**src/design/skf_pkg.sv**
```systemverilog
// ============================================================================
// skf_pkg: shared constants and types for the scalar Kalman filter core
// Fixed-point formats, register indexes, reset values and unit widths.
// ============================================================================
package skf_pkg;

    // Default width of a sample and an estimate (signed Q16.16).
    localparam int DATA_WIDTH_DEF = 32;

    // Covariance and noise registers are unsigned Q8.24.
    localparam int COV_W = 32;
    typedef logic [COV_W-1:0] t_cov;
    localparam t_cov COV_MAX = {COV_W{1'b1}};

    // Gain is unsigned Q0.24 and may reach exactly 1.0.
    localparam int GAIN_FRAC = 24;
    localparam int GAIN_W    = GAIN_FRAC + 1;
    typedef logic [GAIN_W-1:0] t_gain;
    localparam t_gain GAIN_ONE  = t_gain'(1) << GAIN_FRAC;
    localparam t_gain GAIN_MASK = GAIN_ONE - t_gain'(1);

    // Width of one operand slice fed to the shared multiplier.
    localparam int CHUNK_W = 16;

    // Configuration port.
    localparam int CFG_W     = 32;
    localparam int CFG_IDX_W = 2;
    typedef logic [CFG_IDX_W-1:0] t_cfg_idx;
    localparam t_cfg_idx REG_PROCESS_NOISE     = t_cfg_idx'(0);
    localparam t_cfg_idx REG_MEASUREMENT_NOISE = t_cfg_idx'(1);

    // Reset values.
    localparam t_cov PROCESS_NOISE_RST     = t_cov'(16777);
    localparam t_cov MEASUREMENT_NOISE_RST = t_cov'(503316);
    localparam t_cov COVARIANCE_RST        = t_cov'(16777216);

endpackage

```
**src/design/skf_if.sv**
```systemverilog
// ============================================================================
// skf_if: request channels of the scalar Kalman filter core
// Valid/ready channels for the sample input and the estimate output.
// ============================================================================
interface skf_sample_if #(
    parameter int DATA_WIDTH = skf_pkg::DATA_WIDTH_DEF
);
    logic                  valid;
    logic                  ready;
    logic [DATA_WIDTH-1:0] sample;

    modport source (output valid, output sample, input ready);
    modport sink   (input valid, input sample, output ready);
endinterface

interface skf_estimate_if #(
    parameter int DATA_WIDTH = skf_pkg::DATA_WIDTH_DEF
);
    logic                  valid;
    logic                  ready;
    logic [DATA_WIDTH-1:0] estimate;

    modport source (output valid, output estimate, input ready);
    modport sink   (input valid, input estimate, output ready);
endinterface

```
**src/design/scalar_kalman_filter_core.sv**
```systemverilog
// ============================================================================
// scalar_kalman_filter_core: one-dimensional Kalman filter
// Smooths a stream of signed Q16.16 samples with a fixed-point scalar filter.
// ============================================================================
// A sample passes through the 25-step gain divider and then twice through the
// sliced multiplier; the next sample is taken only after the estimate has been
// placed in the output register and the sequencer is idle again.
// Reset (synchronous, active low) clears the estimate to zero, sets the
// covariance to 1.0 and loads the default process and measurement noise.
module scalar_kalman_filter_core #(
    parameter int DATA_WIDTH = skf_pkg::DATA_WIDTH_DEF
) (
    input  logic                         i_clk,
    input  logic                         i_rst_n,
    skf_sample_if.sink                   i_sample_ch,
    skf_estimate_if.source               o_estimate_ch,
    input  logic                         i_cfg_we,
    input  skf_pkg::t_cfg_idx            i_cfg_idx,
    input  logic [skf_pkg::CFG_W-1:0]    i_cfg_data
);
    // The multiplier takes its operand in 16-bit slices. The operand must hold
    // both the magnitude of sample minus estimate and the covariance.
    localparam int OP_BITS = (DATA_WIDTH + 1 > skf_pkg::COV_W) ?
                             DATA_WIDTH + 1 : skf_pkg::COV_W;
    localparam int NCH     = (OP_BITS + skf_pkg::CHUNK_W - 1) / skf_pkg::CHUNK_W;
    localparam int OP_W    = NCH * skf_pkg::CHUNK_W;
    localparam int ACC_W   = OP_W + skf_pkg::GAIN_W;
    localparam int DIFF_W  = DATA_WIDTH + 1;

    // Sequencer states.
    localparam logic [2:0] ST_IDLE = 3'd0;
    localparam logic [2:0] ST_DIV  = 3'd1;
    localparam logic [2:0] ST_MUL1 = 3'd2;
    localparam logic [2:0] ST_MUL2 = 3'd3;
    localparam logic [2:0] ST_OUT  = 3'd4;

    logic [2:0]              r_state;
    skf_pkg::t_cov           r_q;
    skf_pkg::t_cov           r_r;
    logic [DATA_WIDTH-1:0]   r_est;
    skf_pkg::t_cov           r_cov;
    logic [DATA_WIDTH-1:0]   r_sample;
    skf_pkg::t_gain          r_gain;
    logic                    r_neg;
    logic [DATA_WIDTH-1:0]   r_out;
    logic                    r_ov;

    logic                    w_accept;
    logic                    w_out_load;
    logic [skf_pkg::COV_W:0] w_den;
    logic                    w_div_done;
    skf_pkg::t_gain          w_div_quot;
    logic                    w_mac_start;
    logic                    w_mac_done;
    logic [OP_W-1:0]         w_mac_a;
    skf_pkg::t_gain          w_mac_g;
    logic [ACC_W-1:0]        w_mac_acc;
    logic [ACC_W-1:0]        w_acc_rnd;
    logic [DIFF_W-1:0]       w_diff;
    logic [DIFF_W-1:0]       w_mag;
    logic [DIFF_W-1:0]       w_q_floor;
    logic [DIFF_W-1:0]       w_q_ceil;
    logic [DIFF_W-1:0]       w_delta;
    logic [DIFF_W-1:0]       w_new_est;
    skf_pkg::t_cov           w_shrunk;
    logic [skf_pkg::COV_W:0] w_cov_sum;
    skf_pkg::t_cov           w_cov_next;

    // ------------------------------------------------------------------
    // Handshakes. The block takes a sample only while idle. A finished
    // estimate parks in the output register, so the next sample may be
    // taken while the previous estimate still waits to be read.
    // ------------------------------------------------------------------
    assign i_sample_ch.ready      = (r_state == ST_IDLE);
    assign w_accept               = i_sample_ch.valid && (r_state == ST_IDLE);
    assign o_estimate_ch.valid    = r_ov;
    assign o_estimate_ch.estimate = r_out;
    assign w_out_load             = (r_state == ST_OUT) && (!r_ov || o_estimate_ch.ready);

    // ------------------------------------------------------------------
    // Gain divider: gain = floor(P * 2^24 / (P + R)), denominator in 33 bits.
    // It starts on the same edge that accepts the sample.
    // ------------------------------------------------------------------
    assign w_den = {1'b0, r_cov} + {1'b0, r_r};

    skf_div u_div (
        .i_clk   (i_clk),
        .i_rst_n (i_rst_n),
        .i_start (w_accept),
        .i_num   (r_cov),
        .i_den   (w_den),
        .o_done  (w_div_done),
        .o_quot  (w_div_quot)
    );

    // ------------------------------------------------------------------
    // Shared multiplier. First pass: gain times |sample - estimate|.
    // Second pass: (1.0 - gain) times P.
    // ------------------------------------------------------------------
    always_comb begin
        w_diff = {r_sample[DATA_WIDTH-1], r_sample} - {r_est[DATA_WIDTH-1], r_est};
        w_mag  = w_diff[DIFF_W-1] ? (DIFF_W'(0) - w_diff) : w_diff;
    end

    assign w_mac_start = ((r_state == ST_DIV) && w_div_done) ||
                         ((r_state == ST_MUL1) && w_mac_done);
    assign w_mac_a     = (r_state == ST_DIV) ? OP_W'(w_mag) : OP_W'(r_cov);
    assign w_mac_g     = (r_state == ST_DIV) ? w_div_quot : (skf_pkg::GAIN_ONE - r_gain);

    skf_mac #(
        .OP_W (OP_W)
    ) u_mac (
        .i_clk   (i_clk),
        .i_rst_n (i_rst_n),
        .i_start (w_mac_start),
        .i_a     (w_mac_a),
        .i_g     (w_mac_g),
        .o_done  (w_mac_done),
        .o_acc   (w_mac_acc)
    );

    // ------------------------------------------------------------------
    // Estimate update. The step is the product shifted down by 24 with
    // rounding toward minus infinity: for a negative difference the
    // magnitude is rounded up before the sign is applied. The new estimate
    // lies between the old one and the sample, so it never overflows.
    // ------------------------------------------------------------------
    always_comb begin
        w_acc_rnd = w_mac_acc + ACC_W'(skf_pkg::GAIN_MASK);
        w_q_floor = w_mac_acc[skf_pkg::GAIN_FRAC +: DIFF_W];
        w_q_ceil  = w_acc_rnd[skf_pkg::GAIN_FRAC +: DIFF_W];
        w_delta   = r_neg ? (DIFF_W'(0) - w_q_ceil) : w_q_floor;
        w_new_est = {r_est[DATA_WIDTH-1], r_est} + w_delta;
    end

    // ------------------------------------------------------------------
    // Covariance update: P = floor((1 - gain) * P) + Q, saturated.
    // ------------------------------------------------------------------
    always_comb begin
        w_shrunk   = w_mac_acc[skf_pkg::GAIN_FRAC +: skf_pkg::COV_W];
        w_cov_sum  = {1'b0, w_shrunk} + {1'b0, r_q};
        w_cov_next = w_cov_sum[skf_pkg::COV_W] ? skf_pkg::COV_MAX
                                               : w_cov_sum[skf_pkg::COV_W-1:0];
    end

    // ------------------------------------------------------------------
    // Sequencer, filter state and configuration registers.
    // ------------------------------------------------------------------
    always_ff @(posedge i_clk) begin
        if (!i_rst_n) begin
            r_state <= ST_IDLE;
            r_ov    <= 1'b0;
            r_est   <= '0;
            r_cov   <= skf_pkg::COVARIANCE_RST;
            r_q     <= skf_pkg::PROCESS_NOISE_RST;
            r_r     <= skf_pkg::MEASUREMENT_NOISE_RST;
        end else begin
            if (i_cfg_we) begin
                if (i_cfg_idx == skf_pkg::REG_PROCESS_NOISE) begin
                    r_q <= i_cfg_data;
                end else if (i_cfg_idx == skf_pkg::REG_MEASUREMENT_NOISE) begin
                    r_r <= i_cfg_data;
                end
            end

            if (w_out_load) begin
                r_ov <= 1'b1;
            end else if (r_ov && o_estimate_ch.ready) begin
                r_ov <= 1'b0;
            end

            unique case (r_state)
                ST_IDLE: begin
                    if (w_accept) begin
                        r_state <= ST_DIV;
                    end
                end
                ST_DIV: begin
                    if (w_div_done) begin
                        r_state <= ST_MUL1;
                    end
                end
                ST_MUL1: begin
                    if (w_mac_done) begin
                        r_est   <= w_new_est[DATA_WIDTH-1:0];
                        r_state <= ST_MUL2;
                    end
                end
                ST_MUL2: begin
                    if (w_mac_done) begin
                        r_cov   <= w_cov_next;
                        r_state <= ST_OUT;
                    end
                end
                ST_OUT: begin
                    if (w_out_load) begin
                        r_state <= ST_IDLE;
                    end
                end
                default: begin
                    r_state <= ST_IDLE;
                end
            endcase
        end
    end

    // Per-sample operands and the output register.
    always_ff @(posedge i_clk) begin
        if (w_accept) begin
            r_sample <= i_sample_ch.sample;
        end
        if ((r_state == ST_DIV) && w_div_done) begin
            r_gain <= w_div_quot;
            r_neg  <= w_diff[DIFF_W-1];
        end
        if (w_out_load) begin
            r_out <= r_est;
        end
    end

    // ------------------------------------------------------------------
    // Assertions.
    // ------------------------------------------------------------------
    a_div_from_accept: assert property (@(posedge i_clk) disable iff (!i_rst_n)
        ((r_state == ST_DIV) && ($past(r_state) == ST_IDLE)) |->
            $past(i_sample_ch.valid))
        else $error("divider state entered without an accepted sample");

    a_gain_bound: assert property (@(posedge i_clk) disable iff (!i_rst_n)
        w_div_done |-> (w_div_quot <= skf_pkg::GAIN_ONE))
        else $error("gain above 1.0");

    a_mac_done_state: assert property (@(posedge i_clk) disable iff (!i_rst_n)
        w_mac_done |-> ((r_state == ST_MUL1) || (r_state == ST_MUL2)))
        else $error("multiplier finished outside a multiply state");

    a_out_slot_fills: assert property (@(posedge i_clk) disable iff (!i_rst_n)
        ((r_state == ST_OUT) && !r_ov) |=> (r_ov && (r_state == ST_IDLE)))
        else $error("free output register not filled");

endmodule

```
**src/design/skf_div.sv**
```systemverilog
// ============================================================================
// skf_div: iterative gain divider
// Restoring division giving floor(num * 2^24 / den), one quotient bit a cycle.
// ============================================================================
module skf_div (
    input  logic                 i_clk,
    input  logic                 i_rst_n,
    input  logic                 i_start,
    input  skf_pkg::t_cov        i_num,
    input  logic [skf_pkg::COV_W:0] i_den,
    output logic                 o_done,
    output skf_pkg::t_gain       o_quot
);
    localparam int REM_W = skf_pkg::COV_W + 2;
    localparam int CNT_W = $clog2(skf_pkg::GAIN_W + 1);

    logic [REM_W-1:0]          r_rem;
    logic [skf_pkg::COV_W:0]   r_den;
    skf_pkg::t_gain            r_quot;
    logic [CNT_W-1:0]          r_cnt;
    logic                      r_busy;
    logic                      r_done;

    logic [REM_W-1:0] w_den_ext;
    logic [REM_W-1:0] w_sub;
    logic [REM_W-1:0] w_rem_after;
    logic             w_ge;

    always_comb begin
        w_den_ext   = {1'b0, r_den};
        w_ge        = (r_rem >= w_den_ext);
        w_sub       = r_rem - w_den_ext;
        w_rem_after = w_ge ? w_sub : r_rem;
    end

    always_ff @(posedge i_clk) begin
        if (!i_rst_n) begin
            r_busy <= 1'b0;
            r_done <= 1'b0;
            r_cnt  <= '0;
        end else if (i_start) begin
            r_busy <= 1'b1;
            r_done <= 1'b0;
            r_cnt  <= CNT_W'(skf_pkg::GAIN_W);
        end else if (r_busy) begin
            r_cnt  <= r_cnt - CNT_W'(1);
            r_busy <= (r_cnt != CNT_W'(1));
            r_done <= (r_cnt == CNT_W'(1));
        end else begin
            r_done <= 1'b0;
        end
    end

    always_ff @(posedge i_clk) begin
        if (i_start) begin
            r_rem  <= {2'b00, i_num};
            r_den  <= i_den;
            r_quot <= '0;
        end else if (r_busy) begin
            // The remainder stays below the divisor, so it fits one bit less.
            r_rem  <= {w_rem_after[REM_W-2:0], 1'b0};
            r_quot <= {r_quot[skf_pkg::GAIN_W-2:0], w_ge};
        end
    end

    assign o_done = r_done;
    // A zero divisor (zero covariance and zero noise) gives a zero gain.
    assign o_quot = (r_den == '0) ? '0 : r_quot;

endmodule

```
**src/design/skf_mac.sv**
```systemverilog
// ============================================================================
// skf_mac: sliced multiplier
// Multiplies a wide operand by a gain, one 16-bit slice a cycle, MSB first.
// ============================================================================
module skf_mac #(
    parameter int OP_W = 48
) (
    input  logic                              i_clk,
    input  logic                              i_rst_n,
    input  logic                              i_start,
    input  logic [OP_W-1:0]                   i_a,
    input  skf_pkg::t_gain                    i_g,
    output logic                              o_done,
    output logic [OP_W+skf_pkg::GAIN_W-1:0]   o_acc
);
    localparam int ACC_W  = OP_W + skf_pkg::GAIN_W;
    localparam int PROD_W = skf_pkg::CHUNK_W + skf_pkg::GAIN_W;
    localparam int NCH    = OP_W / skf_pkg::CHUNK_W;
    localparam int CNT_W  = $clog2(NCH + 1);

    logic [OP_W-1:0]            r_a;
    skf_pkg::t_gain             r_g;
    logic [CNT_W-1:0]           r_cnt;
    logic                       r_issue;
    logic                       r_pv;
    logic                       r_plast;
    logic                       r_done;
    logic [PROD_W-1:0]          r_prod;
    logic [ACC_W-1:0]           r_acc;

    logic [skf_pkg::CHUNK_W-1:0] w_chunk;

    assign w_chunk = r_a[OP_W-1 -: skf_pkg::CHUNK_W];

    always_ff @(posedge i_clk) begin
        if (!i_rst_n) begin
            r_issue <= 1'b0;
            r_pv    <= 1'b0;
            r_plast <= 1'b0;
            r_done  <= 1'b0;
            r_cnt   <= '0;
        end else begin
            r_done <= r_pv && r_plast;
            if (i_start) begin
                r_issue <= 1'b1;
                r_cnt   <= CNT_W'(NCH);
                r_pv    <= 1'b0;
                r_plast <= 1'b0;
            end else if (r_issue) begin
                r_pv    <= 1'b1;
                r_plast <= (r_cnt == CNT_W'(1));
                r_issue <= (r_cnt != CNT_W'(1));
                r_cnt   <= r_cnt - CNT_W'(1);
            end else begin
                r_pv    <= 1'b0;
                r_plast <= 1'b0;
            end
        end
    end

    always_ff @(posedge i_clk) begin
        if (i_start) begin
            r_a   <= i_a;
            r_g   <= i_g;
            r_acc <= '0;
        end else begin
            if (r_issue) begin
                r_prod <= PROD_W'(w_chunk) * PROD_W'(r_g);
                r_a    <= r_a << skf_pkg::CHUNK_W;
            end
            if (r_pv) begin
                r_acc <= (r_acc << skf_pkg::CHUNK_W) + ACC_W'(r_prod);
            end
        end
    end

    assign o_done = r_done;
    assign o_acc  = r_acc;

endmodule
```
**src/flat_wrapper.sv**
```systemverilog
// flat-port wrapper written by rule: the top's interface ports become plain ports
module scalar_kalman_filter_core_flat 
#(
    parameter int DATA_WIDTH = skf_pkg::DATA_WIDTH_DEF
)
  (i_clk, i_rst_n, i_cfg_we, i_cfg_idx, i_cfg_data, i_sample_ch_valid, i_sample_ch_sample, i_sample_ch_ready, o_estimate_ch_valid, o_estimate_ch_estimate, o_estimate_ch_ready);
  skf_sample_if #(.DATA_WIDTH(DATA_WIDTH)) i_sample_ch_i ();
  skf_estimate_if #(.DATA_WIDTH(DATA_WIDTH)) o_estimate_ch_i ();
  input  logic i_clk;
  input  logic i_rst_n;
  input  logic i_cfg_we;
  input  skf_pkg::t_cfg_idx i_cfg_idx;
  input  logic [skf_pkg::CFG_W-1:0] i_cfg_data;
  input wire logic [$bits(i_sample_ch_i.valid)-1:0] i_sample_ch_valid;
  input wire logic [$bits(i_sample_ch_i.sample)-1:0] i_sample_ch_sample;
  output wire logic [$bits(i_sample_ch_i.ready)-1:0] i_sample_ch_ready;
  output wire logic [$bits(o_estimate_ch_i.valid)-1:0] o_estimate_ch_valid;
  output wire logic [$bits(o_estimate_ch_i.estimate)-1:0] o_estimate_ch_estimate;
  input wire logic [$bits(o_estimate_ch_i.ready)-1:0] o_estimate_ch_ready;
  assign i_sample_ch_i.valid = i_sample_ch_valid;
  assign i_sample_ch_i.sample = i_sample_ch_sample;
  assign i_sample_ch_ready = i_sample_ch_i.ready;
  assign o_estimate_ch_valid = o_estimate_ch_i.valid;
  assign o_estimate_ch_estimate = o_estimate_ch_i.estimate;
  assign o_estimate_ch_i.ready = o_estimate_ch_ready;
  scalar_kalman_filter_core #(.DATA_WIDTH(DATA_WIDTH)) u_core (.i_clk(i_clk), .i_rst_n(i_rst_n), .i_sample_ch(i_sample_ch_i), .o_estimate_ch(o_estimate_ch_i), .i_cfg_we(i_cfg_we), .i_cfg_idx(i_cfg_idx), .i_cfg_data(i_cfg_data));
endmodule
```
**config.mk**
```make
export PLATFORM = sky130hd
export DESIGN_NAME = scalar_kalman_filter_core_flat
export DESIGN_NICKNAME = d
export VERILOG_FILES = /design/src/design/skf_pkg.sv /design/src/design/skf_if.sv /design/src/design/scalar_kalman_filter_core.sv /design/src/design/skf_div.sv /design/src/design/skf_mac.sv /design/src/flat_wrapper.sv
export SDC_FILE = /design/constraint.sdc
export NUM_CORES = 2
export LEC_CHECK = 0
export BUFFER_PORTS_ARGS = -buffer_cell sky130_fd_sc_hd__buf_2
export CAP_MARGIN = 0
export CORE_ASPECT_RATIO = 0.9
export CORE_MARGIN = 4
export CORE_UTILIZATION = 40
export CTS_CLUSTER_DIAMETER = 40
export DETAILED_ROUTE_END_ITERATION = 12
export GPL_ROUTABILITY_DRIVEN = 0
export PLACE_DENSITY = 0.67
export SYNTH_ARGS = -nofsm -noshare
export SYNTH_HDL_FRONTEND = slang
export SYNTH_SLANG_ARGS = --single-unit
```
**constraint.sdc**
```tcl
create_clock -name i_clk -period 15.9 [get_ports i_clk]
set_input_delay 0 -clock i_clk [delete_from_list [all_inputs] [get_ports i_clk]]
set_output_delay 0 -clock i_clk [all_outputs]
set_load 0.05 [all_outputs]
```
Word-level counts from Yosys, hierarchy flattened
Index checks and enable logic that the tools add are counted.

Register bits after elaboration: 497. Input bits: 71. Output and inout bits: 34. Logic and storage cells: 113.

$add $sub $neg: 12. Multiply operators: 1. $lt $le $gt $ge: 1. Equality and inequality tests: 14. Muxes and demuxes: 28. Bitwise logic cells: 5. Reduce and logical (&&, ||, !) cells: 25.

Operators with widths (count): $mux 32 (4); $mux 33 (3); $mux 48 (2); $add 32x32->33 (2); $add 56x24->56 const B (1); $add 56x41->56 (1); $mux 25 (2); $mul 16x25->41 (1); $ge 34x33->1 (1); $logic_not 33->1 (1); $sub 1x33->33 const A (1); $sub 32x32->33 (1); $sub 33x33->33 (1); $add 32x32->32 (1); $sub 1x32->32 const A (1); $sub 25x25->25 const A (1); $mux 3 (5); $pmux 3 s5 (1); $mux 5 (2); $reduce_and 2->1 (4); $mux 1 (7); $eq 3x2->1 const B (2); $logic_and 1x1->1 (6); $ne 2x1->1 const B (3); 19 further kinds (32).

Logic depth before layout (Yosys ltp)
Word-level depth: 5. Depth in mapped cells: 27. Depth with buffers taken out: 26.

Modules after synthesis
From an unflattened synthesis, not the netlist that was laid out.

Cells, all modules: 4922. Area total of the unflattened synthesis: 44275.0 sq um.

By module, submodules not included: skf_mac (times used 1, cells an instance 2238, area each 21549.4 sq um); scalar_kalman_filter_core (times used 1, cells an instance 2034, area each 16615.9 sq um); skf_div (times used 1, cells an instance 650, area each 6109.6 sq um).

Least setup slack after synthesis
No wires, ideal clock.

Path kind: flip-flop to flip-flop. From: reg u_core.u_mac.r_a[40]. To: reg u_core.u_mac.r_prod[31], data pin. Data arrival time: 6069 ps. Setup slack: 9572 ps. Stages on the path, launching flop included: 25. Clock period less this slack: 6328 ps. Cells stage by stage: edfxtp_1 > clkbuf_1 > clkbuf_1 > nand2_1 > fa_1 > inv_1 > fa_1 > inv_1 > fa_1 > inv_1 > fa_1 > fa_1 > fa_1 > ha_1 > a21oi_1 > o21a_1 > a31o_2 > o21ai_0 > a21oi_1 > o21ai_0 > nand3_1 > and2_1 > o21bai_1 > a21oi_1 > xnor2_1.

Longest elaborated chain between the ends: 1.

RTL lines: from (decl) (line skf_mac.sv:21) `logic [OP_W-1:0] r_a;`; from (signal assigned) (line skf_mac.sv:63) `r_a <= i_a;`; from (signal assigned) (line skf_mac.sv:69) `r_a <= r_a << skf_pkg::CHUNK_W;`; $mul 16x25->41 (line skf_mac.sv:68) `r_prod <= PROD_W'(w_chunk) * PROD_W'(r_g);`; to (signal assigned) (line skf_mac.sv:68); to (decl) (line skf_mac.sv:28) `logic [PROD_W-1:0] r_prod;`.

No other way between the ends. A chain may end at the register's enable or synchronous reset.

Worst setup path in the final report
From: reg u_core.u_mac.r_a[38]. To: reg u_core.u_mac.r_prod[31], data pin.

Same word-level chain as after synthesis.

==> flow_summary.toml <==
[run_status]
status = "completed"

[synthesis]
yosysWarnings = 0
synthXorXnorAreaFrac_pct = 6.06
syn_area_per_cell_um2 = 9.08
synth_area_mm2 = 0.0422
synthArstFlopShare_pct = 0
synth_ff_type = "edfxtp_1"
synthSimpleGateAreaFrac_pct = 17.2
synth-edff-count = 269
yosys-mux-area-fraction_pct = 1.81
synth-compound-area-share_pct = 14.3
ys_seq_elements = 497
syn-num-nets = 5353
synth_top_family_by_area = "adder cells"
ys_seq_area_share_pct = 29.9
ys_types = 91
syn-instance-count = 4652
synthAdderAreaFrac_pct = 24.5

[sta]
fmax_mhz = 137
relSlewSlack_pct = 23.8
finalSetupViolations = 0
period_needed_ns = 7.32
fin_tns_setup_ns = 0
worst_slew_pin_slew_ns = 1.14
final.setup_skew_ns = 0.0293
drv_slew = 0
fin_ws_ns = 8.58
rsz0062_at_grt = "no"
hold_violations = 0
fin_crit_sh_pct = 46.0

[floorplan]
start_util_pct = 40.5
io_pins = 105
die_height_um = 316
rows = 112
die_area_mm2 = 0.111
coreArea_mm2 = 0.104
die_w_um = 350

[setup_path]
crit_family = "adder cells"
start_kind = "register"
cpMostUsedCell = "fa_1"
crit_type = "reg2reg"
crit_required_ns = 16.27
path_cells = "nand2_1 -> fa_1 -> inv_1 -> fa_1 -> ha_1 -> fa_1 -> inv_1 -> fa_1 -> fa_1 -> inv_1 -> ha_1 -> o21a_1 -> o21ai_0 -> o21ba_2 -> a31o_2 -> o21ai_0 -> a21oi_1 -> o21ai_0 -> nand3_1 -> and2_1 -> o21bai_1 -> a21oi_1 -> xnor2_1"
crit_buf_inv = 3
arrival_ns = 7.69
cp_slowest_stage_delay_ns = 0.94
end_kind = "register"
path_max_fanout = 25
critical_path.slowest_cell = "edfxtp_1"

[cts]
clock_path_buffers = 3
clk_latency_ns = 0.64
numCtsBuffers = 83
cts_root_buf = "clkbuf_16"
cts_tree = "yes"
clock_sinks = 497
htreeDepth = 3
clk_pin_slew_ns = 0.06

[placed_design]
post-place-ws_ns = 8.62
portBuffers = 104
placed_cell_area_mm2 = 0.0440
dp_hpwl_mm = 85.6

[layout]
final_nets = 5462
post-route-util_pct = 45.8
num_antenna_cells = 0
syn_to_final_growth_pct = 13.1
finalInstanceArea_mm2 = 0.0478
layout-drive-gt1-share_pct = 7.10

[drt]
first_pass_iters = 6
routed_via_density = 5.44
drc_errors = 0
wl_per_cell_um = 18.5
postRouteAntennaNets = 0
vias = 33743
first_iter_violations = 2552
finalWirelength_mm = 115

[global_route]
antenna_found_initial = 3
grt_pass1_vias = 33201
grt.total_usage_pct = 20.6
grt_max_degree = 93
grt.overflow.total = 0
grt_pass1_wl_mm = 182

[pwr]
power.density_mw_per_mm2 = 98.7
ir_drop_uv = 101
p_leak_nw = 20.6

[flow_run]
maxCapViolations = 0

[worst_hold_path]
min_path_type = "in2reg"
[worst paths after layout]
| path | slack, ns | end | depth (start not counted) | startpoint |
|---|---|---|---|---|
| worst max-delay path | 8.58 | u_core.u_mac.r_prod[31]$_DFFE_PP_ | 23 | u_core.u_mac.r_a[38]$_SDFFCE_PN0P_ |
| worst min-delay path | 0.07 | u_core.r_sample[4]$_DFFE_PP_ | 2 | i_sample_ch_sample[4] |
| worst max register to register | 8.58 | u_core.u_mac.r_prod[31]$_DFFE_PP_ | 23 | u_core.u_mac.r_a[38]$_SDFFCE_PN0P_ |
| worst min register to register | 0.47 | u_core.u_mac.o_done$_SDFF_PN0_ | 1 | u_core.u_mac.r_plast$_SDFF_PP0_ |
[per-layer routing]
metal / up-vias / GRT usage [%] / part of all wire [%]
met2: 1084 / 33.1 / 45
li1: 16010 / - / -
met3: 223 / 3.76 / 7.5
met5: - / 0 / 0.011
met4: 2 / 6.70 / 3.4
met1: 16424 / 28.4 / 44
[flip-flops by register name (all words and copies together), names as in the netlist, 2 cells and up]
signal,cells
u_core.r_cov,32
u_core.u_mac.o_acc,56
u_core.u_mac.r_a,48
u_core.u_mac.r_prod,41
u_core.r_q,32
u_core.r_r,32
u_core.r_state,3
u_core.u_div.r_cnt,5
u_core.r_sample,32
u_core.u_mac.r_g,25
u_core.o_estimate_ch.estimate,32
u_core.u_mac.r_cnt,2
u_core.r_est,32
u_core.u_div.r_quot,25
u_core.u_div.r_den,33
u_core.u_div.r_rem,34
u_core.r_gain,25
[Yosys cell counts (9+ instances only)]
cell	n	area share, %
a211oi_1	33	0.59
edfxtp_1	269	19
and2_1	227	3.4
o31ai_1	17	0.30
mux2i_1	74	1.8
a21boi_0	72	1.3
o21a_1	43	0.76
o22ai_1	9	0.13
o211ai_1	12	0.21
xnor2_1	173	3.6
o21ai_0	219	2.6
a21oi_1	290	3.4
nor2_1	294	2.6
a31o_2	10	0.21
nor2b_1	30	0.44
a31oi_1	32	0.47
and4_1	11	0.23
or3_1	17	0.25
or4_1	11	0.20
o41ai_1	10	0.21
nor4_1	30	0.44
nand2b_1	33	0.49
a21o_1	105	1.9
inv_1	488	4.3
and3_1	52	0.77
nand2_1	561	5.0
nand3_1	95	1.1
dfxtp_1	228	11
xor2_1	119	2.5
fa_1	326	15
nor3_1	56	0.66
or2_2	15	0.22
clkbuf_1	185	1.6
nand4_1	33	0.49
ha_1	304	9.0
o21bai_1	28	0.50
[final cells by class]
| cell class | count | area, um2 |
|---|---|---|
| tap | 1368 | 1710 |
| clock inverter | 54 | 589 |
| clock buffer | 101 | 2290 |
| inverter | 491 | 1840 |
| fill | 9997 | 56500 |
| sequential | 497 | 12600 |
| timing repair buffer | 226 | 1670 |
| multi-input combinational | 3462 | 27000 |
[placed cells by master (no fill, tap or decap), types with 11 or more instances in the layout]
cell and count:
dfxtp_1 226, nor2b_1 29, o21ai_0 218, o21bai_1 28
dlygate4sd3_1 92, xnor2_1 173, nor3_1 55, inv_6 16
o31ai_1 17, and3_1 51, nor2_1 292, a21o_1 105
inv_1 488, clkbuf_1 11, and4_1 11, o211ai_1 12
nand3_1 95, nor4_1 30, xor2_1 119, a21boi_0 72
a211oi_1 33, edfxtp_1 269, and2_1 227, nand2b_1 33
or4_1 11, o21a_1 43, clkbuf_16 90, or2_2 15
buf_2 103, nand4_1 33, fa_1 326, mux2i_1 74
ha_1 304, a31oi_1 31, buf_4 31, a21oi_1 290
or3_1 15, nand2_1 559
[where the power goes]
group | internal, mW | switching (mW)
clock network | 1.15 | 0.699
registers | 1.47 | 0.142
logic | 0.527 | 0.727
[metrics by stage]
step	instances	total power, mW	hold slack, ns
2_1_floorplan	4652	2.53	0.0989
3_3_place_gp	5952	2.82	0.178
3_5_place_dp	5952	2.85	0.178
4_1_cts	6199	4.73	0.0400
5_1_grt	6199	4.96	0.0581
6_report	6199	4.71	0.0706
[timing repair]
| item | in CTS | in global routing |
|---|---|---|
| hold buffers | 92 | 0 |
| setup buffers | 0 | 0 |
| hold endpoints to repair | 149 | 0 |
| gates resized for setup | 0 | 0 |
[cells by family after synthesis]
kind of cell | after synthesis
AOI/OAI and AO/OA | 960
xor gates and xnor gates | 292
adders and majority gates | 630
buffers and inverters | 693
DFF | 497
muxes | 76
and+or+nand+nor | 1504
Power figures use the tool's default switching activity.
